--- src/rtl/esc_pkg.sv ---
// Shared types and constants for the elevator scan controller.
// Holds the transfer payload structs, command and heading codes, and floor helpers.
// Depends on nothing; every other file imports it.
package esc_pkg;

  localparam int FLOOR_COUNT = 16;
  localparam int START_LEVEL = 1;
  localparam int FLOOR_W     = 5;
  localparam int LVL_W       = 7;
  localparam int IDX_W       = (FLOOR_COUNT > 2) ? $clog2(FLOOR_COUNT) : 1;

  typedef logic [LVL_W-1:0] lvl_t;
  typedef logic [IDX_W-1:0] idx_t;

  typedef enum logic [1:0] {
    CMD_NONE = 2'd0,
    CMD_MOVE = 2'd1,
    CMD_STOP = 2'd2
  } cmd_t;

  typedef enum logic [1:0] {
    HEAD_STAY = 2'd0,
    HEAD_UP   = 2'd1,
    HEAD_DOWN = 2'd2
  } head_t;

  typedef struct packed {
    logic               kind;
    logic [FLOOR_W-1:0] floor;
  } in_t;

  typedef struct packed {
    cmd_t               command;
    logic [FLOOR_W-1:0] current_floor;
    logic [FLOOR_W-1:0] target_floor;
    head_t              direction;
    logic               busy_res;
  } out_t;

  function automatic logic in_range(input lvl_t f);
    return (f >= lvl_t'(1)) && (f <= lvl_t'(FLOOR_COUNT));
  endfunction

  function automatic idx_t bit_idx(input lvl_t f);
    lvl_t d;
    d = f - lvl_t'(1);
    return d[IDX_W-1:0];
  endfunction

endpackage

--- src/rtl/elevator_scan_controller_unit.sv ---
// Elevator scan controller: one result transfer for each accepted event transfer.
// A press or an advance runs a target scan, which walks the request bitmap one floor a
// cycle: at most FLOOR_COUNT + 1 probes per scan. An arrival adds a second scan. The
// input is not ready while an event is being worked on; a finished result waits in the
// output register while the next event is accepted. Depends on esc_pkg.
module elevator_scan_controller_unit
  import esc_pkg::*;
(
  input  logic clk,
  input  logic rst_n,
  input  logic in_valid,
  output logic in_ready,
  input  in_t  in_data,
  output logic out_valid,
  input  logic out_ready,
  output out_t out_data
);

  typedef enum logic [2:0] {
    S_IDLE,
    S_START,
    S_SCAN,
    S_RESOLVE,
    S_DONE
  } state_t;

  typedef enum logic [1:0] {
    P_PRESS,
    P_ADV,
    P_ARRIVE
  } purpose_t;

  state_t                 state_r, state_nxt;
  purpose_t               purpose_r, purpose_nxt;
  lvl_t                   fl_r, fl_nxt;
  logic [FLOOR_COUNT-1:0] requested_r, requested_nxt;
  lvl_t                   cabin_r, cabin_nxt;
  lvl_t                   goal_r, goal_nxt;
  head_t                  heading_r, heading_nxt;
  head_t                  prev_r, prev_nxt;
  logic                   active_r, active_nxt;
  lvl_t                   ptr_r, ptr_nxt;
  head_t                  scan_dir_r, scan_dir_nxt;
  logic                   pass_r, pass_nxt;
  logic                   found_r, found_nxt;
  cmd_t                   cmd_r, cmd_nxt;
  logic                   out_valid_r, out_valid_nxt;
  out_t                   out_data_r, out_data_nxt;

  logic hit;
  logic at_edge;
  lvl_t goal_cand;
  logic go_up;
  logic go_down;

  assign in_ready  = (state_r == S_IDLE);
  assign out_valid = out_valid_r;
  assign out_data  = out_data_r;

  assign hit       = in_range(ptr_r) && requested_r[bit_idx(ptr_r)];
  assign at_edge   = (scan_dir_r == HEAD_DOWN) ? (ptr_r == lvl_t'(1))
                                               : (ptr_r == lvl_t'(FLOOR_COUNT));
  assign goal_cand = ((purpose_r == P_PRESS) && !found_r) ? fl_r : ptr_r;
  assign go_up     = goal_cand > cabin_r;
  assign go_down   = goal_cand < cabin_r;

  always_comb begin
    state_nxt     = state_r;
    purpose_nxt   = purpose_r;
    fl_nxt        = fl_r;
    requested_nxt = requested_r;
    cabin_nxt     = cabin_r;
    goal_nxt      = goal_r;
    heading_nxt   = heading_r;
    prev_nxt      = prev_r;
    active_nxt    = active_r;
    ptr_nxt       = ptr_r;
    scan_dir_nxt  = scan_dir_r;
    pass_nxt      = pass_r;
    found_nxt     = found_r;
    cmd_nxt       = cmd_r;
    out_valid_nxt = out_valid_r && !out_ready;
    out_data_nxt  = out_data_r;

    unique case (state_r)
      S_IDLE: begin
        if (in_valid) begin
          fl_nxt = lvl_t'(in_data.floor);
          if (!in_data.kind) begin
            if (in_range(lvl_t'(in_data.floor))) begin
              active_nxt = 1'b1;
              requested_nxt[bit_idx(lvl_t'(in_data.floor))] = 1'b1;
              purpose_nxt = P_PRESS;
              state_nxt = S_START;
            end else begin
              cmd_nxt = CMD_NONE;
              state_nxt = S_DONE;
            end
          end else begin
            active_nxt = 1'b1;
            purpose_nxt = P_ADV;
            state_nxt = S_START;
          end
        end
      end
      S_START: begin
        ptr_nxt   = cabin_r;
        pass_nxt  = 1'b0;
        found_nxt = 1'b0;
        if (heading_r != HEAD_STAY) begin
          scan_dir_nxt = heading_r;
        end else if (prev_r == HEAD_STAY) begin
          scan_dir_nxt = HEAD_UP;
        end else begin
          scan_dir_nxt = prev_r;
        end
        state_nxt = S_SCAN;
      end
      S_SCAN: begin
        if (hit) begin
          found_nxt = 1'b1;
          state_nxt = S_RESOLVE;
        end else if (in_range(ptr_r) && !at_edge) begin
          ptr_nxt = (scan_dir_r == HEAD_DOWN) ? ptr_r - lvl_t'(1) : ptr_r + lvl_t'(1);
        end else if (!pass_r) begin
          pass_nxt     = 1'b1;
          ptr_nxt      = cabin_r;
          scan_dir_nxt = (scan_dir_r == HEAD_UP) ? HEAD_DOWN : HEAD_UP;
        end else begin
          state_nxt = S_RESOLVE;
        end
      end
      S_RESOLVE: begin
        if (purpose_r == P_ARRIVE) begin
          if (found_r) begin
            goal_nxt = ptr_r;
          end else begin
            active_nxt = 1'b0;
          end
          cmd_nxt   = CMD_STOP;
          state_nxt = S_DONE;
        end else if ((purpose_r == P_ADV) && !found_r) begin
          active_nxt = 1'b0;
          cmd_nxt    = CMD_NONE;
          state_nxt  = S_DONE;
        end else begin
          goal_nxt = goal_cand;
          if (go_up || go_down) begin
            heading_nxt = go_up ? HEAD_UP : HEAD_DOWN;
            if (purpose_r == P_ADV) begin
              cabin_nxt = go_up ? cabin_r + lvl_t'(1) : cabin_r - lvl_t'(1);
            end
            cmd_nxt   = CMD_MOVE;
            state_nxt = S_DONE;
          end else begin
            prev_nxt    = heading_r;
            heading_nxt = HEAD_STAY;
            cabin_nxt   = goal_cand;
            if (in_range(goal_cand)) begin
              requested_nxt[bit_idx(goal_cand)] = 1'b0;
            end
            purpose_nxt = P_ARRIVE;
            state_nxt   = S_START;
          end
        end
      end
      S_DONE: begin
        if (!out_valid_r || out_ready) begin
          out_valid_nxt              = 1'b1;
          out_data_nxt.command       = cmd_r;
          out_data_nxt.current_floor = cabin_r[FLOOR_W-1:0];
          out_data_nxt.target_floor  = goal_r[FLOOR_W-1:0];
          out_data_nxt.direction     = heading_r;
          out_data_nxt.busy_res      = active_r;
          state_nxt                  = S_IDLE;
        end
      end
      default: begin
        state_nxt = S_IDLE;
      end
    endcase
  end

  always_ff @(posedge clk) begin
    if (!rst_n) begin
      state_r     <= S_IDLE;
      requested_r <= '0;
      cabin_r     <= lvl_t'(START_LEVEL);
      goal_r      <= lvl_t'(START_LEVEL);
      heading_r   <= HEAD_STAY;
      prev_r      <= HEAD_STAY;
      active_r    <= 1'b0;
      out_valid_r <= 1'b0;
    end else begin
      state_r     <= state_nxt;
      requested_r <= requested_nxt;
      cabin_r     <= cabin_nxt;
      goal_r      <= goal_nxt;
      heading_r   <= heading_nxt;
      prev_r      <= prev_nxt;
      active_r    <= active_nxt;
      out_valid_r <= out_valid_nxt;
    end
    purpose_r  <= purpose_nxt;
    fl_r       <= fl_nxt;
    ptr_r      <= ptr_nxt;
    scan_dir_r <= scan_dir_nxt;
    pass_r     <= pass_nxt;
    found_r    <= found_nxt;
    cmd_r      <= cmd_nxt;
    out_data_r <= out_data_nxt;
  end

endmodule

--- config.mk ---
export PLATFORM = sky130hd
export DESIGN_NAME = elevator_scan_controller_unit
export DESIGN_NICKNAME = d
export VERILOG_FILES = /design/src/rtl/esc_pkg.sv /design/src/rtl/elevator_scan_controller_unit.sv
export SDC_FILE = /design/constraint.sdc
export NUM_CORES = 1
export LEC_CHECK = 0
export BUFFER_PORTS_ARGS = -buffer_cell sky130_fd_sc_hd__buf_2
export CORE_UTILIZATION = 45
export DETAILED_ROUTE_END_ITERATION = 12
export PLACE_DENSITY = 0.71
export SETUP_SLACK_MARGIN = 0.02
export SLEW_MARGIN = 15
export SYNTH_ARGS = -nofsm -noshare
export SYNTH_HDL_FRONTEND = slang
export SYNTH_SLANG_ARGS = --single-unit
export TNS_END_PERCENT = 100
--- constraint.sdc ---
create_clock -name clk -period 8.7 [get_ports clk]
set_clock_uncertainty 0.2 [all_clocks]
set_input_delay 1.74 -clock clk [delete_from_list [all_inputs] [get_ports clk]]
set_output_delay 1.74 -clock clk [all_outputs]
set_load 0.02 [all_outputs]
==> results of run 1 <==
## power by group
part           internal [µW]  switching [µW]  total (µW)  leakage [µW]
registers                388            29.2         417      0.000621
logic                   94.8             154         249      0.000864
clock network            133             130         263     0.0000973
## flip-flops by register name, summed over array words and instances, names as in the netlist
name,cells
goal_r,5
fl_r,5
heading_r,2
scan_dir_r,2
pass_r,1
prev_r,2
cmd_r,2
requested_r,16
active_r,1
cabin_r,7
out_data,15
purpose_r,2
ptr_r,7
state_r,3
found_r,1
out_valid,1
## placed cells by master, fill, tap and decap left out, types with 7 or more instances in the layout
| cell type | netlist | final |
|---|---|---|
| nor2_1 | 43 | 43 |
| a21oi_1 | 38 | 38 |
| dfxtp_1 | 37 | 37 |
| edfxtp_1 | 35 | 35 |
| o21ai_0 | 33 | 33 |
| nand2_1 | 32 | 32 |
| buf_2 | 3 | 26 |
| inv_1 | 20 | 20 |
| ha_1 | 16 | 16 |
| xnor2_1 | 12 | 12 |
| mux2i_1 | 11 | 11 |
| a211oi_1 | 10 | 10 |
| clkbuf_8 | 0 | 9 |
| nand2b_1 | 7 | 7 |
| nor2b_1 | 7 | 7 |
## logic make-up after synthesis
family,synth area share
AO/OA/AOI/OAI,0.173
flip-flops,0.453
adder cells (fa/ha/maj),0.0557
multiplexers,0.0534
AND/OR/NAND/NOR,0.185
buffers and inverters,0.0436
XOR/XNOR,0.0370
## critical path, stage by stage (launching register included)
cell,delay [ns]
edfxtp_1,0.53
nor3_4,0.54
mux2i_1,0.62
inv_1,0.14
ha_1,0.34
nand2_1,0.05
o21ai_0,0.40
a21oi_1,0.21
nor2_1,0.21
inv_1,0.17
fa_1,0.45
a211oi_1,0.32
o21bai_1,0.12
a21oi_1,0.19
xnor2_1,0.16
mux2i_1,0.20
a31oi_1,0.09
## cell type report
class / instances / area share
Clock inverter: 5 / 0.0133
Timing Repair Buffer: 27 / 0.0319
Sequential cell: 72 / 0.415
Tap cell: 105 / 0.0304
Inverter: 21 / 0.0182
Clock buffer: 11 / 0.0304
Multi-Input combinational cell: 296 / 0.461
## cell usage after synthesis (all sizes together) (4+ instances only)
master | instances | area (µm²)
xnor2 | 14 | 138
mux2i | 11 | 110
nand2b | 7 | 43.8
nand2 | 32 | 120
buf | 6 | 48.8
or3 | 4 | 30.0
dfxtp | 37 | 741
edfxtp | 35 | 1050
nand3b | 4 | 30.0
mux4 | 4 | 90.1
nor2b | 7 | 43.8
nand3 | 4 | 20.0
nor3 | 9 | 83.8
a211oi | 10 | 75.1
o31ai | 4 | 35.0
o21ai | 34 | 170
nand4 | 4 | 25.0
ha | 16 | 200
nor2 | 43 | 161
a21oi | 38 | 190
inv | 20 | 75.1
clkbuf | 12 | 45.0
## metal layers
layer / part of all wire / wire length, µm / track usage / vias up
met5: 0 / 0 / 0 / -
met4: 0.019 / 168 / 0.0796 / 0
met3: 0.069 / 622 / 0.0474 / 15
met2: 0.46 / 4180 / 0.361 / 103
met1: 0.45 / 4080 / 0.296 / 1505
li1: - / - / - / 1533
## path summary, 6_finish.rpt
check | to | slack, ns | depth (start not counted)
worst max-delay path | cabin_r[6]$_SDFFE_PN0P_ | 3.62 | 16
worst min register to register | out_data[13]$_DFFE_PP_ | 0.22 | 0
worst max register to register | cabin_r[6]$_SDFFE_PN0P_ | 3.62 | 16
worst min-delay path | out_data[13]$_DFFE_PP_ | 0.22 | 0
## through the flow
step           worst slack (ns)  total power, µW  hold slack (ns)
4_1_cts                    3.66              931            0.223
6_report                   3.62              929            0.221
3_3_place_gp               3.93              663            0.206
2_1_floorplan              4.33              611            0.200
3_5_place_dp               3.68              670            0.208
5_1_grt                    3.19              981            0.228
==> run metrics, run 1 <==
crit-path max FO 15; filler cell count 756; Worst R2R Start purpose_r[1]$_SDFFCE_PP1P_; pin count of the biggest net entering global routing 20; clk_lat worst skew roughly 0.36 ns; RSZ-0062 raised after global routing no; Final period util 0.583; Die Span Y 95.8 µm; PD cells 215 mW/mm²; worst setup path category reg -> reg; Async SR Flop Fraction 0; Netlist cell types roughly 60; Core Area 0.00838 mm²; Post-Syn Instances 407; Max-cap violations 0; Clock Path Buffers 2; Final min period approximately 5.1 ns; Synth Warn # 0; CTS Buf Count 9; Leak 0.00158 µW; Total GRT Usage 0.223; Final Max Tran Viols 0; fin nets between 400 and 500; TritonCTS clock tree yes; drt drc 0; GPL Wtd Cong 0.909; layout cell share with drive strength beyond 1 0.141; I/O pins 27; Crit. End Element register; FP Rows 33; CTS resizes 0; number of enable flip-flop cells after synthesis 35; Antenna Cells 0; Initial DRC Count around 180; #FFs+latches synth slightly above 70; Slew @ Worst Pin 1.04 ns; sequential area share after synthesis 0.453; FF/Latch Area 0.00179 mm²; run status complete, no violations; vias in the first global route 2962; clk root buf clkbuf_8; Hold-fix buffers, CTS 0; fin util 0.515; postcts setup bufs 0; Port Buffers 26; Crit. Startpoint purpose_r[1]$_SDFFCE_PP1P_; maximum VDD drop 0.000122 V; Worst slew margin 0.300; Final ANT Viol Nets 0; post-route setup TNS 0 ns; Die ar. 0.00917 mm²; area of the multi-input gates 0.00199 mm²; Post-Place Cells 521; Hold Path Class reg -> reg; GRT overflow 0; Netlist Area Pre-Place 0.00396 mm²; syn nets 434; final hold violations 0; DR pass1 iterations 4; mean post-synth cell area 9.72 µm²; Post-synth top flop dfxtp_1; wirelength, routed between 9000 and 10000 µm; Post-DP Area approximately 0.0041 mm²; H-tree depth 3; Arrival @ worst endpoint 5.09 ns; Die X 95.8 µm; Clock Pin Slew Worst Setup and Hold Paths 0.08 ns; first-pass GRT wire length between 15000 and 20000 µm; Finish-stage setup viols 0; routed len/inst 16.8 µm; filler-free cell count of the finished design 537; critical path required time slightly below 9 ns; HP Start cmd_r[0]$_SDFFCE_PP0P_; antenna violations before repair 0; TritonCTS Sinks 72; Vias/cell 5.88; area grow syn2layout 9.20%; post-route cell area about 0.0043 mm²; Worst Setup Start Kind register; HPWL Detailed roughly 6800 µm; DR vias 3156; Max Fclk around 200 MHz; Starting Density 0.472
Note: power is estimated with default switching activity, not from simulation.
==> run 2, diff against run 1 <==
- ABC_AREA: not set -> 1
- clock period: 8.7 -> 5.2 ns (I/O delays scaled with it)
==> run metrics, run 2 <==
TritonCTS Sinks 72 (unchanged); Die Span Y 99.7 µm (+4.1%); Final Max Tran Viols 0 (unchanged); largest reg by FF count requested_r; maximum VDD drop 0.000212 V (+74%); Post-Syn Instances 559 (+37%); final hold violations 0 (unchanged); switch share 0.418 (+0.0806); total design power 1880 µW (+100%); slowest cell on the critical path edfxtp_1; HPWL Detailed 7700 µm (+14%); post-synth top area share 0.245 (-0.0210); Internal Power 1100 µW (+78%); wirelength, routed 10300 µm (+14%); H-tree depth 3 (unchanged); met2 Use GR 0.348 (-0.0127); fin util 0.506 (-0.00983); Worst R2R Path Depth 19 (+3); combinational share of power 0.376 (+0.108); Post-synth top flop dfxtp_1; Final period util 0.758 (+0.175); number of enable flip-flop cells after synthesis 35 (unchanged); #FFs+latches synth 72 (unchanged); most numerous cell in the Yosys netlist nand2_1; syn nets 586 (+35%); routed len/inst 14.4 µm (-14%); post-route setup TNS 0 ns (unchanged); Worst Setup Start Kind register; drt drc 0 (unchanged); Worst slew margin 0.514 (+0.215); sequential area share after synthesis 0.417 (-0.0359); Final ANT Viol Nets 0 (unchanged); RSZ-0062 raised after global routing no; Core Area 0.00924 mm² (+10%); worst setup path category reg -> reg; run status complete, no violations; antenna violations before repair 0 (unchanged); synth top area cells edfxtp_1 24%, dfxtp_1 17%, nand2_1 8.8%; I/O pins 27 (unchanged); critical path required time 5.29 ns (-3.42 ns); worst-path cell chain nor2_4 > nand2_2 > nand2_1 > nand2_1 > ha_1 > nand2_1 > nor2_1 > nand2_1 > nor2_4 > a21oi_1 > inv_1 > ha_1 > inv_1 > o21bai_1 > nand2_1 > nand3_1 > xor2_1 > or2_2 > a21oi_1; first-pass GRT wire length 17200 µm (+14%); Synth Warn # 0 (unchanged); Starting Density 0.465 (-0.00701); Crit. End Element register; Max Fclk 254 MHz (+29%); WP buf/inv 2 (unchanged); Clock Path Buffers 2 (unchanged); Clock Power Share 0.229 (-0.054); Netlist cell types 40 (-34%); Leak 0.00202 µW (+28%); sequential share of power 0.395 (-0.055); gr busiest metal met2; vias in the first global route 3595 (+21%); Antenna Cells 0 (unchanged); fin nets 606 (+33%); PD cells 403 mW/mm² (+87%); max reg flops 16 (unchanged); DR pass1 iterations 5 (+1); Synth area leader edfxtp_1; layout cell share with drive strength beyond 1 0.118 (-0.0231); Hold Crit Depth 0 (unchanged); Hold-fix buffers, CTS 0 (unchanged); FP Rows 35 (+6.1%); Hold Path Class reg -> reg; commonest cells after routing, fill and taps aside 101 x nand2_1, 65 x inv_1, 54 x nor2_1, 54 x nand3_1, 50 x a21oi_1; TritonCTS clock tree yes; Finish-stage setup viols 0 (unchanged); Slew @ Worst Pin 0.728 ns (-0.311 ns); CP most frequent cell nand2_1; area grow syn2layout 8.74%; Arrival @ worst endpoint 4.04 ns (-1.05 ns); Netlist Area Pre-Place 0.00430 mm² (+8.6%); Async SR Flop Fraction 0 (unchanged); CP delay by family, top simple AND/OR/NAND/NOR gates; clk_lat worst skew 0.36 ns (about the same); Die ar. 0.00994 mm² (+8.4%); Final min period 3.94 ns (-1.13 ns); CTS resizes 0 (unchanged); DR vias 3874 (+23%); Sw Pwr 786 µW (+150%); Clock Pin Slew Worst Setup and Hold Paths 0.09 ns (about the same); postcts setup bufs 0 (unchanged); Max-cap violations 0 (unchanged); CTS Buf Count 9 (unchanged); Vias/cell 5.43 (-7.5%); met3 Use GR 0.0323 (-0.0151); pin count of the biggest net entering global routing 32 (+60%); grt met1 use 0.297 (+0.00173); top cells by count, synth 101 x nand2_1, 65 x inv_1, 54 x nand3_1, 54 x nor2_1, 50 x a21oi_1; most common cell after layout, fill and taps aside nand2_1; Die X 99.7 µm (+4.1%); crit-path max FO 13 (-2); Initial DRC Count 263 (+48%); GPL Wtd Cong 0.972 (+6.9%); clk root buf clkbuf_8; GRT overflow 0 (unchanged); Port Buffers 26 (unchanged); Total GRT Usage 0.220 (-0.00368); mean post-synth cell area 7.69 µm² (-21%); WP depth 19 (+3); Slowest Stage Delay on Critical Path 0.47 ns (-0.15 ns)
run 2: cell count changes after synthesis, moves of 9 or more:
cell,delta
xnor2_1,-9
a21oi_1,+12
nand2_1,+69
a211oi_1,-10
o21ai_1,+15
nor2_1,+11
inv_1,+45
nand3_1,+50
mux2i_1,-11
nand4_1,+12
run 2: area by class of cell:
cell class              count  area, µm²
clock inverters             7       62.6
well taps                 129        161
inverters                  71        267
clock buffers               9        124
flip-flops and latches     72       1790
multi-input cells         397       2120
repair buffers             28        145
fillers                   881       4570
run 2: power groups by stage:
stage          clock network, µW  registers [µW]  logic (µW)
6_report                     432             743         707
2_1_floorplan                  0             739         553
5_1_grt                      460             750         794
3_5_place_dp                   0             754         696
4_1_cts                      435             741         700
3_3_place_gp                   0             752         676
run 2: path summary, 6_finish.rpt:
check | startpoint | to | slack, ns
max | found_r$_DFFE_PP_ | cabin_r[6]$_SDFFE_PN0P_ | 1.26
min | cmd_r[0]$_SDFFCE_PP0P_ | out_data[13]$_DFFE_PP_ | 0.23
max reg2reg | found_r$_DFFE_PP_ | cabin_r[6]$_SDFFE_PN0P_ | 1.26
min reg2reg | cmd_r[0]$_SDFFCE_PP0P_ | out_data[13]$_DFFE_PP_ | 0.23
run 2: cells by family after synthesis:
| logic type | Yosys count | share of synthesized area |
|---|---|---|
| simple gates | 251 | 0.271 |
| flops | 72 | 0.417 |
| buf+inv | 90 | 0.0894 |
| xor+xnor | 10 | 0.0204 |
| compound gates | 119 | 0.151 |
| fa+ha+maj | 17 | 0.0513 |
run 2: stage by stage:
stage / setup slack, ns / area [µm²] / cells / hold slack, ns
2_1_floorplan: 1.87 / 4300 / 559 / 0.200
3_3_place_gp: 1.46 / 4490 / 697 / 0.202
3_5_place_dp: 1.34 / 4490 / 697 / 0.208
4_1_cts: 1.29 / 4670 / 713 / 0.230
5_1_grt: 1.01 / 4670 / 713 / 0.234
6_report: 1.26 / 4670 / 713 / 0.229
run 2: metal layers:
metal	wire (µm)	up-vias
li1	-	1945
met1	4680	1760
met2	4750	135
met3	572	34
met4	297	0
met5	0	-
